**config.mk**
```make
export PLATFORM = sky130hd
export DESIGN_NAME = occupancy_overload_monitor_top
export DESIGN_NICKNAME = d
export VERILOG_FILES = /design/src/oom_pkg.sv /design/src/occupancy_overload_monitor_top.sv /design/src/oom_front.sv /design/src/oom_queue.sv /design/src/oom_back.sv
export SDC_FILE = /design/constraint.sdc
export NUM_CORES = 1
export LEC_CHECK = 0
export BUFFER_PORTS_ARGS = -buffer_cell sky130_fd_sc_hd__buf_2
export CAP_MARGIN = 10
export CORE_MARGIN = 4
export CORE_UTILIZATION = 45
export DETAILED_ROUTE_END_ITERATION = 10
export GPL_TIMING_DRIVEN = 0
export SYNTH_ARGS = -nofsm -noshare
export SYNTH_HDL_FRONTEND = slang
export SYNTH_SLANG_ARGS = --single-unit
```
**constraint.sdc**
```tcl
create_clock -name clk_i -period 9.3 [get_ports clk_i]
set_clock_uncertainty 0.2 [all_clocks]
set_input_delay 1.86 -clock clk_i [delete_from_list [all_inputs] [get_ports clk_i]]
set_output_delay 1.86 -clock clk_i [all_outputs]
set_load 0.01 [all_outputs]
```
**src/oom_pkg.sv**
```systemverilog
// Shared types and constants of the occupancy and overload monitor.
`timescale 1ns / 1ps
package oom_pkg;

  localparam int LOAD_W      = 24;
  localparam int THR_W       = 25;
  localparam int TIMEOUT_W   = 16;
  localparam int COUNT_W     = 4;
  localparam int IN_TDATA_W  = 32;
  localparam int OUT_TDATA_W = 32;
  localparam int CFG_ADDR_W  = 2;
  localparam int CFG_DATA_W  = 25;

  localparam logic [CFG_ADDR_W-1:0] CFG_LOAD_THRESHOLD = 2'd0;
  localparam logic [CFG_ADDR_W-1:0] CFG_REST_LEVEL     = 2'd1;
  localparam logic [CFG_ADDR_W-1:0] CFG_PASS_TIMEOUT   = 2'd2;
  localparam logic [CFG_ADDR_W-1:0] CFG_COUNT_LIMIT    = 2'd3;

  localparam logic [TIMEOUT_W-1:0] PASS_TIMEOUT_RST = 16'd500;
  localparam logic [COUNT_W-1:0]   COUNT_LIMIT_RST  = 4'd5;
  localparam logic [COUNT_W-1:0]   PEOPLE_MAX       = 4'd9;

  typedef struct packed {
    logic                     beam_outer;
    logic                     beam_inner;
    logic                     call_edge;
    logic signed [LOAD_W-1:0] load_sample;
  } item_t;

  typedef struct packed {
    logic signed [THR_W-1:0] load_threshold;
    logic [TIMEOUT_W-1:0]    pass_timeout;
    logic [COUNT_W-1:0]      count_limit;
  } cfg_t;

  typedef struct packed {
    logic [COUNT_W-1:0]       occupancy;
    logic                     overload;
    logic                     door_cycle;
    logic signed [LOAD_W-1:0] filtered_load;
  } res_t;

endpackage

```
**src/occupancy_overload_monitor_top.sv**
```systemverilog
// Top level of the lift occupancy and overload monitor.
`timescale 1ns / 1ps
// One input transaction is one sensor tick: two beam flags, call sensor, call
// button and a signed 24-bit load sample. Every tick yields exactly one output
// transaction: people count, overload flag, door-cycle request and the moving
// average of the last AVG_DEPTH load samples.
// An input transaction is taken every cycle while the two-entry input queue
// has room; results leave one per cycle while the receiver is ready. From
// input acceptance a result passes through the queue, the running-sum and beam
// state update, the reciprocal multiply and the output register.
// When the receiver stalls, the output register holds its transaction and the
// pipeline halts; the queue fills and then tready drops.
// Configuration is written through cfg_we_i/cfg_addr_i/cfg_wdata_i while no
// tick is in flight. Writing rest_level presets every averaging entry at once.
// Reset clears the count, the beam machine and the edge memory, fills the
// averaging store with zero and loads threshold 0, timeout 500, limit 5.
module occupancy_overload_monitor_top #(
  parameter int AVG_DEPTH = 8
) (
  input  logic                               clk_i,
  input  logic                               rst_ni,
  input  logic                               s_axis_tvalid,
  output logic                               s_axis_tready,
  // beam_outer, beam_inner, call_sensor, call_button, load_sample[23:0], zero pad
  input  logic [oom_pkg::IN_TDATA_W-1:0]     s_axis_tdata,
  output logic                               m_axis_tvalid,
  input  logic                               m_axis_tready,
  // occupancy[3:0], overload, door_cycle, filtered_load[23:0], zero pad
  output logic [oom_pkg::OUT_TDATA_W-1:0]    m_axis_tdata,
  input  logic                               cfg_we_i,
  input  logic [oom_pkg::CFG_ADDR_W-1:0]     cfg_addr_i,
  input  logic [oom_pkg::CFG_DATA_W-1:0]     cfg_wdata_i
);
  import oom_pkg::*;

  cfg_t  cfg_q, cfg_d;
  item_t push_item, head_item;
  res_t  res;
  logic  push, full, head_valid, pop, preset;

  always_comb begin
    cfg_d = cfg_q;
    if (cfg_we_i) begin
      case (cfg_addr_i)
        CFG_LOAD_THRESHOLD: cfg_d.load_threshold = cfg_wdata_i;
        CFG_PASS_TIMEOUT:   cfg_d.pass_timeout   = cfg_wdata_i[TIMEOUT_W-1:0];
        CFG_COUNT_LIMIT:    cfg_d.count_limit    = cfg_wdata_i[COUNT_W-1:0];
        default:            cfg_d = cfg_q;
      endcase
    end
  end

  assign preset = cfg_we_i && (cfg_addr_i == CFG_REST_LEVEL);

  always_ff @(posedge clk_i or negedge rst_ni) begin
    if (!rst_ni) begin
      cfg_q.load_threshold <= '0;
      cfg_q.pass_timeout   <= PASS_TIMEOUT_RST;
      cfg_q.count_limit    <= COUNT_LIMIT_RST;
    end else begin
      cfg_q <= cfg_d;
    end
  end

  oom_front u_front (
    .clk_i           (clk_i),
    .rst_ni          (rst_ni),
    .s_axis_tvalid_i (s_axis_tvalid),
    .s_axis_tready_o (s_axis_tready),
    .s_axis_tdata_i  (s_axis_tdata),
    .full_i          (full),
    .push_o          (push),
    .item_o          (push_item)
  );

  oom_queue u_queue (
    .clk_i   (clk_i),
    .rst_ni  (rst_ni),
    .push_i  (push),
    .item_i  (push_item),
    .full_o  (full),
    .pop_i   (pop),
    .valid_o (head_valid),
    .item_o  (head_item)
  );

  oom_back #(
    .AVG_DEPTH (AVG_DEPTH)
  ) u_back (
    .clk_i          (clk_i),
    .rst_ni         (rst_ni),
    .cfg_i          (cfg_q),
    .preset_i       (preset),
    .preset_level_i (cfg_wdata_i[LOAD_W-1:0]),
    .q_valid_i      (head_valid),
    .q_item_i       (head_item),
    .q_pop_o        (pop),
    .m_valid_o      (m_axis_tvalid),
    .m_ready_i      (m_axis_tready),
    .res_o          (res)
  );

  assign m_axis_tdata = {2'b00, res.filtered_load, res.door_cycle, res.overload,
                         res.occupancy};

endmodule

```
**src/oom_front.sv**
```systemverilog
// Input side: take transactions, detect call edges, push items into the queue.
`timescale 1ns / 1ps
module oom_front (
  input  logic                            clk_i,
  input  logic                            rst_ni,
  input  logic                            s_axis_tvalid_i,
  output logic                            s_axis_tready_o,
  // beam_outer, beam_inner, call_sensor, call_button, load_sample[23:0], zero pad
  input  logic [oom_pkg::IN_TDATA_W-1:0]  s_axis_tdata_i,
  input  logic                            full_i,
  output logic                            push_o,
  output oom_pkg::item_t                  item_o
);
  import oom_pkg::*;

  logic sensor_prev_q, sensor_prev_d;
  logic button_prev_q, button_prev_d;
  logic sensor, button, accept;

  assign s_axis_tready_o = !full_i;
  assign accept          = s_axis_tvalid_i && !full_i;
  assign push_o          = accept;

  assign sensor = s_axis_tdata_i[2];
  assign button = s_axis_tdata_i[3];

  assign item_o.beam_outer  = s_axis_tdata_i[0];
  assign item_o.beam_inner  = s_axis_tdata_i[1];
  assign item_o.call_edge   = (sensor && !sensor_prev_q) || (button && !button_prev_q);
  assign item_o.load_sample = s_axis_tdata_i[4 +: LOAD_W];

  assign sensor_prev_d = accept ? sensor : sensor_prev_q;
  assign button_prev_d = accept ? button : button_prev_q;

  always_ff @(posedge clk_i or negedge rst_ni) begin
    if (!rst_ni) begin
      sensor_prev_q <= 1'b0;
      button_prev_q <= 1'b0;
    end else begin
      sensor_prev_q <= sensor_prev_d;
      button_prev_q <= button_prev_d;
    end
  end

endmodule

```
**src/oom_queue.sv**
```systemverilog
// Two-entry queue between the input side and the processing pipeline.
`timescale 1ns / 1ps
module oom_queue (
  input  logic           clk_i,
  input  logic           rst_ni,
  input  logic           push_i,
  input  oom_pkg::item_t item_i,
  output logic           full_o,
  input  logic           pop_i,
  output logic           valid_o,
  output oom_pkg::item_t item_o
);
  import oom_pkg::*;

  item_t      mem_q [2];
  logic       wr_ptr_q, wr_ptr_d;
  logic       rd_ptr_q, rd_ptr_d;
  logic [1:0] count_q, count_d;

  assign full_o  = count_q == 2'd2;
  assign valid_o = count_q != 2'd0;
  assign item_o  = mem_q[rd_ptr_q];

  assign wr_ptr_d = push_i ? !wr_ptr_q : wr_ptr_q;
  assign rd_ptr_d = pop_i ? !rd_ptr_q : rd_ptr_q;

  always_comb begin
    count_d = count_q;
    if (push_i && !pop_i) begin
      count_d = count_q + 2'd1;
    end else if (pop_i && !push_i) begin
      count_d = count_q - 2'd1;
    end
  end

  always_ff @(posedge clk_i) begin
    if (push_i) begin
      mem_q[wr_ptr_q] <= item_i;
    end
  end

  always_ff @(posedge clk_i or negedge rst_ni) begin
    if (!rst_ni) begin
      wr_ptr_q <= 1'b0;
      rd_ptr_q <= 1'b0;
      count_q  <= 2'd0;
    end else begin
      wr_ptr_q <= wr_ptr_d;
      rd_ptr_q <= rd_ptr_d;
      count_q  <= count_d;
    end
  end

endmodule

```
**src/oom_back.sv**
```systemverilog
// Processing pipeline: moving average, beam machine, divide, overload and door decision.
`timescale 1ns / 1ps
module oom_back #(
  parameter int AVG_DEPTH = 8
) (
  input  logic                                clk_i,
  input  logic                                rst_ni,
  input  oom_pkg::cfg_t                       cfg_i,
  input  logic                                preset_i,
  input  logic signed [oom_pkg::LOAD_W-1:0]   preset_level_i,
  input  logic                                q_valid_i,
  input  oom_pkg::item_t                      q_item_i,
  output logic                                q_pop_o,
  output logic                                m_valid_o,
  input  logic                                m_ready_i,
  output oom_pkg::res_t                       res_o
);
  import oom_pkg::*;

  localparam int L      = $clog2(AVG_DEPTH);
  localparam int SUM_W  = LOAD_W + L;
  localparam int K      = LOAD_W - 1 + 2 * L;
  localparam int M_W    = LOAD_W + L;
  localparam int PROD_W = SUM_W + M_W;
  localparam logic [M_W-1:0] RECIP =
    M_W'(((64'd1 << K) + 64'(AVG_DEPTH) - 64'd1) / 64'(AVG_DEPTH));

  typedef enum logic [3:0] {
    PH_IDLE    = 4'b0001,
    PH_OUTER   = 4'b0010,
    PH_INNER   = 4'b0100,
    PH_RELEASE = 4'b1000
  } phase_e;

  logic signed [LOAD_W-1:0] ring_q [AVG_DEPTH];
  logic signed [SUM_W-1:0]  sum_q, sum_d;
  phase_e                   phase_q, phase_d;
  logic [TIMEOUT_W-1:0]     ticks_q, ticks_d, ticks_inc;
  logic [COUNT_W-1:0]       people_q, people_d;

  logic signed [SUM_W-1:0]  old_ext, new_ext, level_ext, step_sum;
  logic                     en, pop;

  logic                     s1_valid_q;
  logic signed [SUM_W-1:0]  s1_sum_q;
  logic                     s1_edge_q, s1_count_over_q;
  logic [COUNT_W-1:0]       s1_people_q;

  logic                     s2_valid_q;
  logic                     s2_neg_q, s2_edge_q, s2_count_over_q;
  logic [COUNT_W-1:0]       s2_people_q;
  logic [LOAD_W-1:0]        s2_quot_q;
  logic [SUM_W-1:0]         mag;
  logic [PROD_W-1:0]        prod;

  logic                     out_valid_q;
  res_t                     out_q;
  logic signed [LOAD_W-1:0] avg;
  logic                     over;

  assign en      = !out_valid_q || m_ready_i;
  assign pop     = en && q_valid_i;
  assign q_pop_o = pop;

  assign old_ext   = {{L{ring_q[AVG_DEPTH-1][LOAD_W-1]}}, ring_q[AVG_DEPTH-1]};
  assign new_ext   = {{L{q_item_i.load_sample[LOAD_W-1]}}, q_item_i.load_sample};
  assign level_ext = {{L{preset_level_i[LOAD_W-1]}}, preset_level_i};
  assign step_sum  = sum_q - old_ext + new_ext;

  always_comb begin
    sum_d = sum_q;
    if (preset_i) begin
      sum_d = level_ext * $signed(SUM_W'(AVG_DEPTH));
    end else if (pop) begin
      sum_d = step_sum;
    end
  end

  assign ticks_inc = ticks_q + 16'd1;

  always_comb begin
    phase_d  = phase_q;
    ticks_d  = ticks_q;
    people_d = people_q;
    case (phase_q)
      PH_IDLE: begin
        if (q_item_i.beam_outer && !q_item_i.beam_inner) begin
          ticks_d = '0;
          phase_d = PH_OUTER;
        end else if (q_item_i.beam_inner && !q_item_i.beam_outer) begin
          ticks_d = '0;
          phase_d = PH_INNER;
        end
      end
      PH_OUTER: begin
        if (q_item_i.beam_inner) begin
          people_d = (people_q == PEOPLE_MAX) ? '0 : people_q + 4'd1;
          phase_d  = PH_RELEASE;
        end else begin
          ticks_d = ticks_inc;
          if (ticks_inc >= cfg_i.pass_timeout) begin
            phase_d = PH_IDLE;
          end
        end
      end
      PH_INNER: begin
        if (q_item_i.beam_outer) begin
          people_d = (people_q == '0) ? PEOPLE_MAX : people_q - 4'd1;
          phase_d  = PH_RELEASE;
        end else begin
          ticks_d = ticks_inc;
          if (ticks_inc >= cfg_i.pass_timeout) begin
            phase_d = PH_IDLE;
          end
        end
      end
      PH_RELEASE: begin
        if (!q_item_i.beam_outer && !q_item_i.beam_inner) begin
          phase_d = PH_IDLE;
        end
      end
      default: begin
        phase_d = PH_IDLE;
      end
    endcase
  end

  always_ff @(posedge clk_i or negedge rst_ni) begin
    if (!rst_ni) begin
      for (int i = 0; i < AVG_DEPTH; i++) begin
        ring_q[i] <= '0;
      end
      sum_q    <= '0;
      phase_q  <= PH_IDLE;
      ticks_q  <= '0;
      people_q <= '0;
    end else begin
      sum_q <= sum_d;
      if (preset_i) begin
        for (int i = 0; i < AVG_DEPTH; i++) begin
          ring_q[i] <= preset_level_i;
        end
      end else if (pop) begin
        ring_q[0] <= q_item_i.load_sample;
        for (int i = 1; i < AVG_DEPTH; i++) begin
          ring_q[i] <= ring_q[i-1];
        end
      end
      if (pop) begin
        phase_q  <= phase_d;
        ticks_q  <= ticks_d;
        people_q <= people_d;
      end
    end
  end

  assign mag  = s1_sum_q[SUM_W-1] ? SUM_W'(-s1_sum_q) : SUM_W'(s1_sum_q);
  assign prod = PROD_W'(mag) * PROD_W'(RECIP);

  assign avg  = s2_neg_q ? -$signed(s2_quot_q) : $signed(s2_quot_q);
  assign over = ($signed({avg[LOAD_W-1], avg}) > cfg_i.load_threshold) || s2_count_over_q;

  always_ff @(posedge clk_i) begin
    if (en) begin
      s1_sum_q        <= step_sum;
      s1_edge_q       <= q_item_i.call_edge;
      s1_count_over_q <= people_q > cfg_i.count_limit;
      s1_people_q     <= people_d;
      s2_neg_q        <= s1_sum_q[SUM_W-1];
      s2_quot_q       <= prod[K +: LOAD_W];
      s2_edge_q       <= s1_edge_q;
      s2_count_over_q <= s1_count_over_q;
      s2_people_q     <= s1_people_q;
      out_q.occupancy     <= s2_people_q;
      out_q.overload      <= over;
      out_q.door_cycle    <= !over && s2_edge_q;
      out_q.filtered_load <= avg;
    end
  end

  always_ff @(posedge clk_i or negedge rst_ni) begin
    if (!rst_ni) begin
      s1_valid_q  <= 1'b0;
      s2_valid_q  <= 1'b0;
      out_valid_q <= 1'b0;
    end else if (en) begin
      s1_valid_q  <= q_valid_i;
      s2_valid_q  <= s1_valid_q;
      out_valid_q <= s2_valid_q;
    end
  end

  assign m_valid_o = out_valid_q;
  assign res_o     = out_q;

endmodule

```
==> impl_metrics.ini, run 1 <==
[detailed_routing]
ant_nets = 0
via_count = 16120
vias_per_cell = 5.540
drt_iter0_markers = 1233
wl_per_cell_microns = 20.22
drc_errors = 0
routed_wl_microns = 58840
firstDrtPassIters = 6

[global_route]
track_usage = 0.2301
gr-usage-met1 = 0.3050
overflow = 0
antenna_found_initial = 4
busiest_layer = met2
grt_util_met3 = 0.04039
grt_max_degree = 117
grt_pass1_vias = 16210
grt_pass1_wl_microns = 91690
met2_usage = 0.3879

[cts]
htree_levels = 2
cts_buffers = 50
cts_tree = built
ctsLongestPathBuffers = 3
cts_setup_buffers = 0
holdBufCountCts = 0
clkLatencyLatePin_ns = 0.60
clkTransAtPathRegs_ns = 0.06
root_buffer = clkbuf_16
clock-sinks = 445
cts_resized = 0

[floorplan]
die_area_sq_um = 51380
die_y_microns = 226.7
io-pin-count = 98
die_w_microns = 226.7
num_rows = 79
start_util = 0.4583
coreArea_sq_um = 46950

[timing]
final.min_clock_period_ns = 6.178
hold_ws_ns = 0.2255
fin_crit_sh = 0.6643
finalSetupTns_ns = 0
rsz0062_at_grt = no
hold_viol_final = 0
setup_violations = 0
drv_slew = 0
fmaxAchievable_ghz = 0.1619
slew-limit-headroom = 0.3174
tightestPinTransition_ns = 1.020

[place]
hpwlAfterDp_microns = 44110
gp_congestion = 0.9009
port_buffers = 91

[synthesis]
yosys.area.top_type = dfrtp_1
synth_edf_count = 148
netlist.area_leader.share = 0.3349
synth-seq-cells = 445
async_reset_ff_frac = 0.6674
ys_types = 70
post_synth_main_area_contributors = dfrtp_1 (33%), edfxtp_1 (21%), nand2_1 (8.6%), a31oi_1 (5.6%), ha_1 (4.6%)
synth_cells = 2113
seq_area_frac_synth = 0.5524
synthFlopType = dfrtp_1
yosys_warnings = 0
avgSynthCellArea_sq_um = 10.18
syn_area_sq_um = 21520

[pwr]
vdd_ir_drop_max_uv = 236.3
p_per_area_nw_per_um2 = 464.1
power_leakage_nw = 10.62

[final_layout]
multiInputGateArea_sq_um = 8721
regArea_sq_um = 11890
nNetsFinal = 2430
final_common_cell = nand2_1
drive_above_1_share = 0.09683
area_growth_pct = 13.94
fill_cells = 4189
n_antenna_cell = 0
layout_common_cells = nand2_1 (491), dfrtp_1 (288), a31oi_1 (191), edfxtp_1 (148), inv_1 (144)

[worst_setup_path]
cp-end-kind = flop
critPathKind = reg2reg
crit_arrival_ns = 6.30
critical_path.slowest_cell = clkbuf_1
critPathBufInv = 3
cp_top_family = compound AO/OA/AOI/OAI gates
critical_path_required_ns = 9.43
start_kind = flop
max_stage_delay_ns = 0.79
path_cells = buf_1 > clkbuf_1 > mux2i_1 > fa_1 > inv_1 > ha_1 > nor2b_1 > o31a_1 > o311ai_0 > a21oi_1 > a2111oi_0 > nor2_1 > xor2_1
cp_max_fo = 10

[worst_hold_path]
hold_path.class = reg2reg

[status]
status = completed

[run]
drv_cap = 0
final cells by class:
type	instances	share of cell area
buffer	102	0.01592
clock buffer	65	0.05577
clock inverter	29	0.01163
inverter	144	0.02204
multi-input combinational	1423	0.3557
sequential	445	0.4848
tap	607	0.03097
timing repair buffer	95	0.02317
through the flow:
step	worst slack, ns	std cells	instance area, sq um	power (mW)	util
detailed placement	3.058	2816	22870	9.329	0.4870
global placement	0.3510	2812	22740	9.202	0.4843
finish	3.122	2910	24520	11.38	0.5222
floorplan	3.325	2114	21520	7.669	-
CTS	3.034	2910	24520	11.38	0.5222
global route	2.723	2910	24520	12.24	0.5222
layer usage:
layer	vias to the layer above	share of wire
met3	107	0.055
met4	2	0.031
met1	7942	0.43
met2	408	0.48
met5	-	0.00022
li1	7661	-
state kept, by name, summed over array words and instances (netlist names), 2 cells and up:
name / cells
u_back.phase_q: 4
u_queue.count_q: 2
u_back.s2_quot_q: 24
u_back.s2_people_q: 4
u_back.ticks_q: 16
u_back.people_q: 4
cfg_q: 45
u_back.res_o: 30
u_back.ring_q: 168
u_back.old_ext: 24
u_back.s1_people_q: 4
u_back.sum_q: 27
u_back.s1_sum_q: 27
u_queue.mem_q: 54
worst register-to-register path, cell delays in order (launching register included):
cell and delay, ns:
dfrtp_1 0.35, buf_1 0.76, clkbuf_1 0.79, mux2i_1 0.57, fa_1 0.50, inv_1 0.07
ha_1 0.27, nor2b_1 0.16, o31a_1 0.30, o311ai_0 0.61, a21oi_1 0.31, a2111oi_0 0.67
nor2_1 0.17, xor2_1 0.18
synth_stat cells (all sizes together), types with 4 or more instances:
| cell | count |
|---|---|
| inv | 144 |
| o21a | 12 |
| nor3 | 15 |
| xnor2 | 77 |
| and2 | 5 |
| o21ai | 112 |
| clkbuf | 92 |
| o311ai | 4 |
| or3 | 11 |
| or4 | 8 |
| a211oi | 4 |
| edfxtp | 148 |
| o31ai | 16 |
| ha | 79 |
| a21o | 24 |
| fa | 26 |
| a21oi | 75 |
| xor2 | 13 |
| nand2b | 9 |
| a22o | 8 |
| o21bai | 4 |
| or2 | 5 |
| nand4 | 14 |
| mux2i | 28 |
| mux2 | 25 |
| nand3 | 15 |
| nor2 | 95 |
| nand2 | 491 |
| dfstp | 9 |
| dfrtp | 288 |
| buf | 10 |
| nor2b | 8 |
| nand3b | 4 |
| a31oi | 191 |
logic make-up (layout without fill, tap and decap cells):
group,Yosys count,in the layout,share of synthesized area
compound gates,476,476,0.1358
xor+xnor,90,90,0.03663
fa+ha+maj,105,105,0.07012
buf+inv,246,435,0.04326
flops,445,445,0.5524
mux,53,53,0.02611
other cells,1,2,0.0001743
simple gates,697,697,0.1355
where the power goes:
part	internal, mW	switching [mW]
combinational	2.19	3.48
clock	1.18	0.815
sequential	3.18	0.533
worst paths after layout:
check / startpoint / cells past startpoint / slack, ns / end
worst min-delay path: u_back.s1_people_q[0] / 0 / 0.23 / u_back.s2_people_q[0]
worst min register to register: u_back.s1_people_q[0] / 0 / 0.23 / u_back.s2_people_q[0]
max in group asynchronous: rst_ni / 2 / 6.78 / cfg_q[37]
min in group asynchronous: rst_ni / 1 / 1.06 / u_back.ring_q[130]
worst max register to register: u_queue.rd_ptr_q / 13 / 3.12 / u_back.s1_sum_q[24]
worst max-delay path: u_queue.rd_ptr_q / 13 / 3.12 / u_back.s1_sum_q[24]
Power figures use the tool's default switching activity.
==> run 2: changes to the inputs <==
- clock period: 9.3 -> 5 ns (I/O delays scaled with it)
==> run 2 against run 1 <==
Effect of this change:
- cell count about the same
- via count increased by 0.39%
- sequential cell count unchanged
- sequential power increased by 86%
- power increased by 88%
- core utilization increased by 0.20 points
- setup slack got worse by 2.9 ns
- die area unchanged
- worst hold slack got worse by 0.059 ns
- maximum frequency increased by 29%
- combinational power increased by 90%
- routed wire length increased by 0.58%
==> impl_metrics.ini, run 2 (synthesis results as in run 1) <==
[status]
status = completed

[timing]
setup_violations = 0
drv_slew = 0
fin_crit_sh = 0.9546
slew-limit-headroom = 0.3732
rsz0062_at_grt = no
hold_viol_final = 0
final.min_clock_period_ns = 4.773
fmaxAchievable_ghz = 0.2095
tightestPinTransition_ns = 0.9368

[run]
drv_cap = 0

[worst_setup_path]
cp-end-kind = flop
max_stage_delay_ns = 0.66
cp_max_fo = 10
crit_top_cell = a21oi_1
critPathBufInv = 3
critical_path_required_ns = 5.24
path_cells = clkbuf_4 > clkbuf_2 > mux2i_1 > fa_1 > inv_1 > ha_1 > a21oi_1 > o21ai_0 > a31o_2 > nor3_1 > o311ai_1 > a21oi_1 > nand3b_1 > a21oi_1
critical_path.slowest_cell = nor3_1
start_kind = flop
critPathKind = reg2reg
crit_arrival_ns = 5.01
cp_top_family = compound AO/OA/AOI/OAI gates

[pwr]
p_per_area_nw_per_um2 = 868.3
seqPwrFrac = 0.323
switching_share = 0.4250
power_leakage_nw = 10.64
p_sw_mw = 9.083
clockPowerShare = 0.173
vdd_ir_drop_max_uv = 383.0
p_int_mw = 12.29
combPwrFrac = 0.503

[cts]
holdBufCountCts = 0
clkTransAtPathRegs_ns = 0.06
clkLatencyLatePin_ns = 0.59
cts_tree = built
htree_levels = 2
cts_buffers = 49
clock-sinks = 445
ctsLongestPathBuffers = 3
root_buffer = clkbuf_16

[global_route]
grt_pass1_vias = 16220
busiest_layer = met2
met2_usage = 0.3872
grt_util_met3 = 0.03560
track_usage = 0.2300
gr-usage-met1 = 0.3087
grt_max_degree = 91
grt_pass1_wl_microns = 91480
overflow = 0
antenna_found_initial = 2

[detailed_routing]
vias_per_cell = 5.565
via_count = 16180
routed_wl_microns = 59180
wl_per_cell_microns = 20.35
ant_nets = 0
drt_iter0_markers = 1350
drc_errors = 0
firstDrtPassIters = 5

[final_layout]
area_growth_pct = 14.37
finalCoreUtilization = 0.5242
reg.largest.list = u_back.ring_q x168, u_queue.mem_q x54, cfg_q x45
finish.instance_area_sq_um = 24610
layout_common_cells = nand2_1 (491), dfrtp_1 (288), a31oi_1 (191), edfxtp_1 (148), inv_1 (144)
regMostFlops = u_back.ring_q
fin_cells = 2908
drive_above_1_share = 0.1009
final_common_cell = nand2_1
nNetsFinal = 2430
largest_reg_flops = 168

[floorplan]
die_area_sq_um = 51380
coreArea_sq_um = 46950
io-pin-count = 98
die_w_microns = 226.7
num_rows = 79
start_util = 0.4583
die_y_microns = 226.7

[place]
port_buffers = 91
placedCellCount = 2817
place_area_sq_um = 22890
gp_congestion = 0.8880
hpwlAfterDp_microns = 44200

[worst_hold_path]
hold_path.class = in2async
-- run 2: cell types whose count changed in the layout (fill, tap and decap cells not counted), moves of 2 or more --
cell and change:
clkinv_1 -4, mux2i_2 +4, o311ai_0 -2, mux2i_1 -4
-- run 2: power groups by stage --
stage | registers [mW] | clock network, mW | logic, mW
after CTS | 6.89 | 3.78 | 10.6
after global routing | 7.06 | 3.94 | 12.0
after floorplan | 6.69 | 0 | 7.57
after detailed placement | 6.94 | 0 | 10.4
final | 6.91 | 3.70 | 10.8
after global placement | 6.90 | 0 | 10.2
-- run 2: path summary, 6_finish.rpt --
path / start / endpoint / slack (ns) / cells after the start
setup reg to reg: u_queue.rd_ptr_q / u_back.sum_q[23] / 0.23 / 14
max in group asynchronous: rst_ni / cfg_q[6] / 3.17 / 3
hold reg to reg: u_back.s1_edge_q / u_back.s2_edge_q / 0.22 / 0
hold / removal: rst_ni / u_back.ring_q[130] / 0.17 / 1
setup / recovery: u_queue.rd_ptr_q / u_back.sum_q[23] / 0.23 / 14
min in group clk_i: u_back.s1_edge_q / u_back.s2_edge_q / 0.22 / 0
-- run 2: layout make-up --
class / instances / area [sq um]
Tap cell: 607 / 759.5
Buffer: 102 / 399.1
Inverter: 144 / 540.5
Multi-Input combinational cell: 1423 / 8776
Clock buffer: 67 / 1365
Antenna cell: 1 / 2.502
Sequential cell: 445 / 11890
Fill cell: 4181 / 22340
Timing Repair Buffer: 96 / 595.6
Clock inverter: 23 / 286.5
-- run 2: repair_timing --
action / 4_1_cts / 5_1_grt
buffers inserted: 0 / 0
cloned: 0 / 0
endpoints found under the setup margin: 37 / 8
resized for setup: 15 / 6
-- run 2: layer usage --
metal | vias up | share of wire
li1 | 7655 | -
met1 | 7910 | 0.43
met2 | 512 | 0.48
met3 | 106 | 0.055
met4 | 0 | 0.034
met5 | - | 0
-- run 2: through the flow --
stage / setup WS, ns / hold WS, ns / total power [mW] / TNS [ns]
4_1_cts: 0.01770 / 0.1661 / 21.23 / 0
5_1_grt: 0.02612 / 0.1939 / 22.98 / 0
3_5_place_dp: -1.299 / 0.2045 / 17.34 / -20.43
3_3_place_gp: -3.030 / 0.2049 / 17.15 / -906.16
6_report: 0.2269 / 0.1664 / 21.37 / 0
2_1_floorplan: 0.4671 / 0.2003 / 14.25 / 0
==> run 3: changes to the inputs <==
- ABC_AREA: not set -> 1
- clock period: 5 -> 6.1 ns (I/O delays scaled with it)
==> run 3 against run 2 <==
Effect of this change:
- first-iteration DRC count increased by 7.8%
- via count grew 8.1%
- maximum frequency up 5.0%
- global-route usage is essentially flat
- die area rose by 4.9%
- routed wire length up 4.1%
- critical path type unchanged
- highest routed layer unchanged
==> impl_metrics.ini, run 3 <==
[worst_setup_path]
critical_path_required_ns = 6.41
start_kind = flop
critical_path.slowest_cell = mux2i_1
critPathBufInv = 3
crit_top_cell = nand2_1
cp-end-kind = flop
max_stage_delay_ns = 0.78
reg2reg_depth = 15
cp_top_family = adder cells
crit_arrival_ns = 4.86
cp.depth = 15
cp_max_fo = 10
path_cells = buf_6 > buf_2 > mux2i_1 > fa_1 > fa_1 > inv_1 > nand3_1 > nand3_1 > nand2_1 > nand2_1 > nand2_1 > nand2_1 > xor2_1 > nand2_1 > a21oi_1
critPathKind = reg2reg

[synthesis]
synthFlopType = dfrtp_1
synth_cells = 2530
yosys_warnings = 0
synth_most_common_cell = nand2_1
syn_area_sq_um = 22610
post_synth_main_area_contributors = dfrtp_1 (32%), edfxtp_1 (20%), nand2_1 (9.8%), inv_1 (6.0%), a21oi_1 (5.0%)
avgSynthCellArea_sq_um = 8.935
synth_edf_count = 148
yosys.area.top_type = dfrtp_1
synth-seq-cells = 445
ys_types = 50
async_reset_ff_frac = 0.6674
netlist.area_leader.share = 0.3188
seq_area_frac_synth = 0.5259
synth_common_cells = nand2_1 (588), inv_1 (364), dfrtp_1 (288), nor2_1 (239), a21oi_1 (225)

[timing]
final.min_clock_period_ns = 4.545
hold_viol_final = 0
rsz0062_at_grt = no
drv_slew = 0
fmaxAchievable_ghz = 0.2200
tightestPinTransition_ns = 0.8667
fin_crit_sh = 0.7451
setup_ws_ns = 1.555
hold_ws_ns = 0.2179
slew-limit-headroom = 0.4057
setup_violations = 0
finalSetupTns_ns = 0

[cts]
clkTransAtPathRegs_ns = 0.06
cts_tree = built
cts_resized = 0
clkLatencyLatePin_ns = 0.59
cts_setup_buffers = 0
root_buffer = clkbuf_16
htree_levels = 2
holdBufCountCts = 0
cts_buffers = 47
clock-sinks = 445
ctsLongestPathBuffers = 3

[floorplan]
die_y_microns = 232.1
die_w_microns = 232.1
num_rows = 81
coreArea_sq_um = 49250
start_util = 0.4589
io-pin-count = 98
die_area_sq_um = 53880

[place]
placedCellCount = 3292
port_buffers = 91
pre_cts_slack_ns = 1.630
hpwlAfterDp_microns = 47670
gp_congestion = 0.9214

[detailed_routing]
drt_iter0_markers = 1455
firstDrtPassIters = 5
wl_per_cell_microns = 18.21
vias_per_cell = 5.174
routed_wl_microns = 61580
via_count = 17490
ant_nets = 0
drc_errors = 0

[final_layout]
layout_common_cells = nand2_1 (588), inv_1 (363), dfrtp_1 (288), nor2_1 (237), a21oi_1 (225)
fin_cells = 3381
fill_cells = 4636
area_growth_pct = 13.64
regMostFlops = u_back.ring_q
largest_reg_flops = 168
reg.largest.list = u_back.ring_q x168, u_queue.mem_q x54, cfg_q x45
drive_above_1_share = 0.1020
final_common_cell = nand2_1
nNetsFinal = 2846

[worst_hold_path]
hold_path.class = reg2reg
worstHoldPathCells = 0

[global_route]
grt_max_degree = 124
grt_pass1_vias = 16980
track_usage = 0.2303
grt_pass1_wl_microns = 95850
overflow = 0
antenna_found_initial = 1

[run]
drv_cap = 0

[status]
status = completed
run 3: final cells by class:
class | count | area (sq um) | area share
buffer | 75 | 412.9 | 0.01607
clock buffer | 70 | 1448 | 0.05635
multi-input combinational | 1623 | 8852 | 0.3446
timing repair buffer | 97 | 585.6 | 0.02279
sequential | 445 | 11890 | 0.4628
inverter | 388 | 1464 | 0.05699
tap | 664 | 830.8 | 0.03234
antenna | 1 | 2.502 | 0.00009741
clock inverter | 18 | 205.2 | 0.007988
run 3: cells by family (layout without fill, tap and decap cells):
family / count (synthesis) / count (layout) / share of synthesized area
AO/OA/AOI/OAI: 440 / 440 / 0.1100
XOR/XNOR: 68 / 68 / 0.02635
adder cells (fa/ha/maj): 105 / 105 / 0.06675
buffers and inverters: 463 / 648 / 0.08291
flip-flops: 445 / 445 / 0.5259
multiplexers: 22 / 22 / 0.009741
other: 1 / 3 / 0.0001659
AND/OR/NAND/NOR: 986 / 986 / 0.1782
run 3: per-stage QoR:
stage	util	instance area, sq um
5_1_grt	0.5215	25690
3_3_place_gp	0.4851	23900
2_1_floorplan	-	22610
6_report	0.5215	25690
3_5_place_dp	0.4879	24030
4_1_cts	0.5215	25690
run 3: path summary, 6_finish.rpt:
check / from / end / slack (ns)
max: u_queue.rd_ptr_q / u_back.sum_q[16] / 1.56
min: u_back.s1_people_q[1] / u_back.s2_people_q[1] / 0.22
max reg2reg: u_queue.rd_ptr_q / u_back.sum_q[16] / 1.56
min reg2reg: u_back.s1_people_q[1] / u_back.s2_people_q[1] / 0.22
max in group asynchronous: rst_ni / u_back.ring_q[182] / 4.28
min in group asynchronous: rst_ni / u_back.ring_q[118] / 0.39
run 3: per-layer routing:
metal / routed length, microns / part of all wire / vias to the layer above / global-route usage
met5: 0 / 0 / - / 0
met2: 27740 / 0.45 / 510 / 0.3645
met4: 2063 / 0.033 / 0 / 0.07510
met3: 3811 / 0.062 / 105 / 0.03987
met1: 27970 / 0.45 / 8427 / 0.3248
li1: - / - / 8452 / -
Power of run 3 is not shown: default switching activity piles up to over one toggle a cycle in this logic, so the estimate is an artifact.
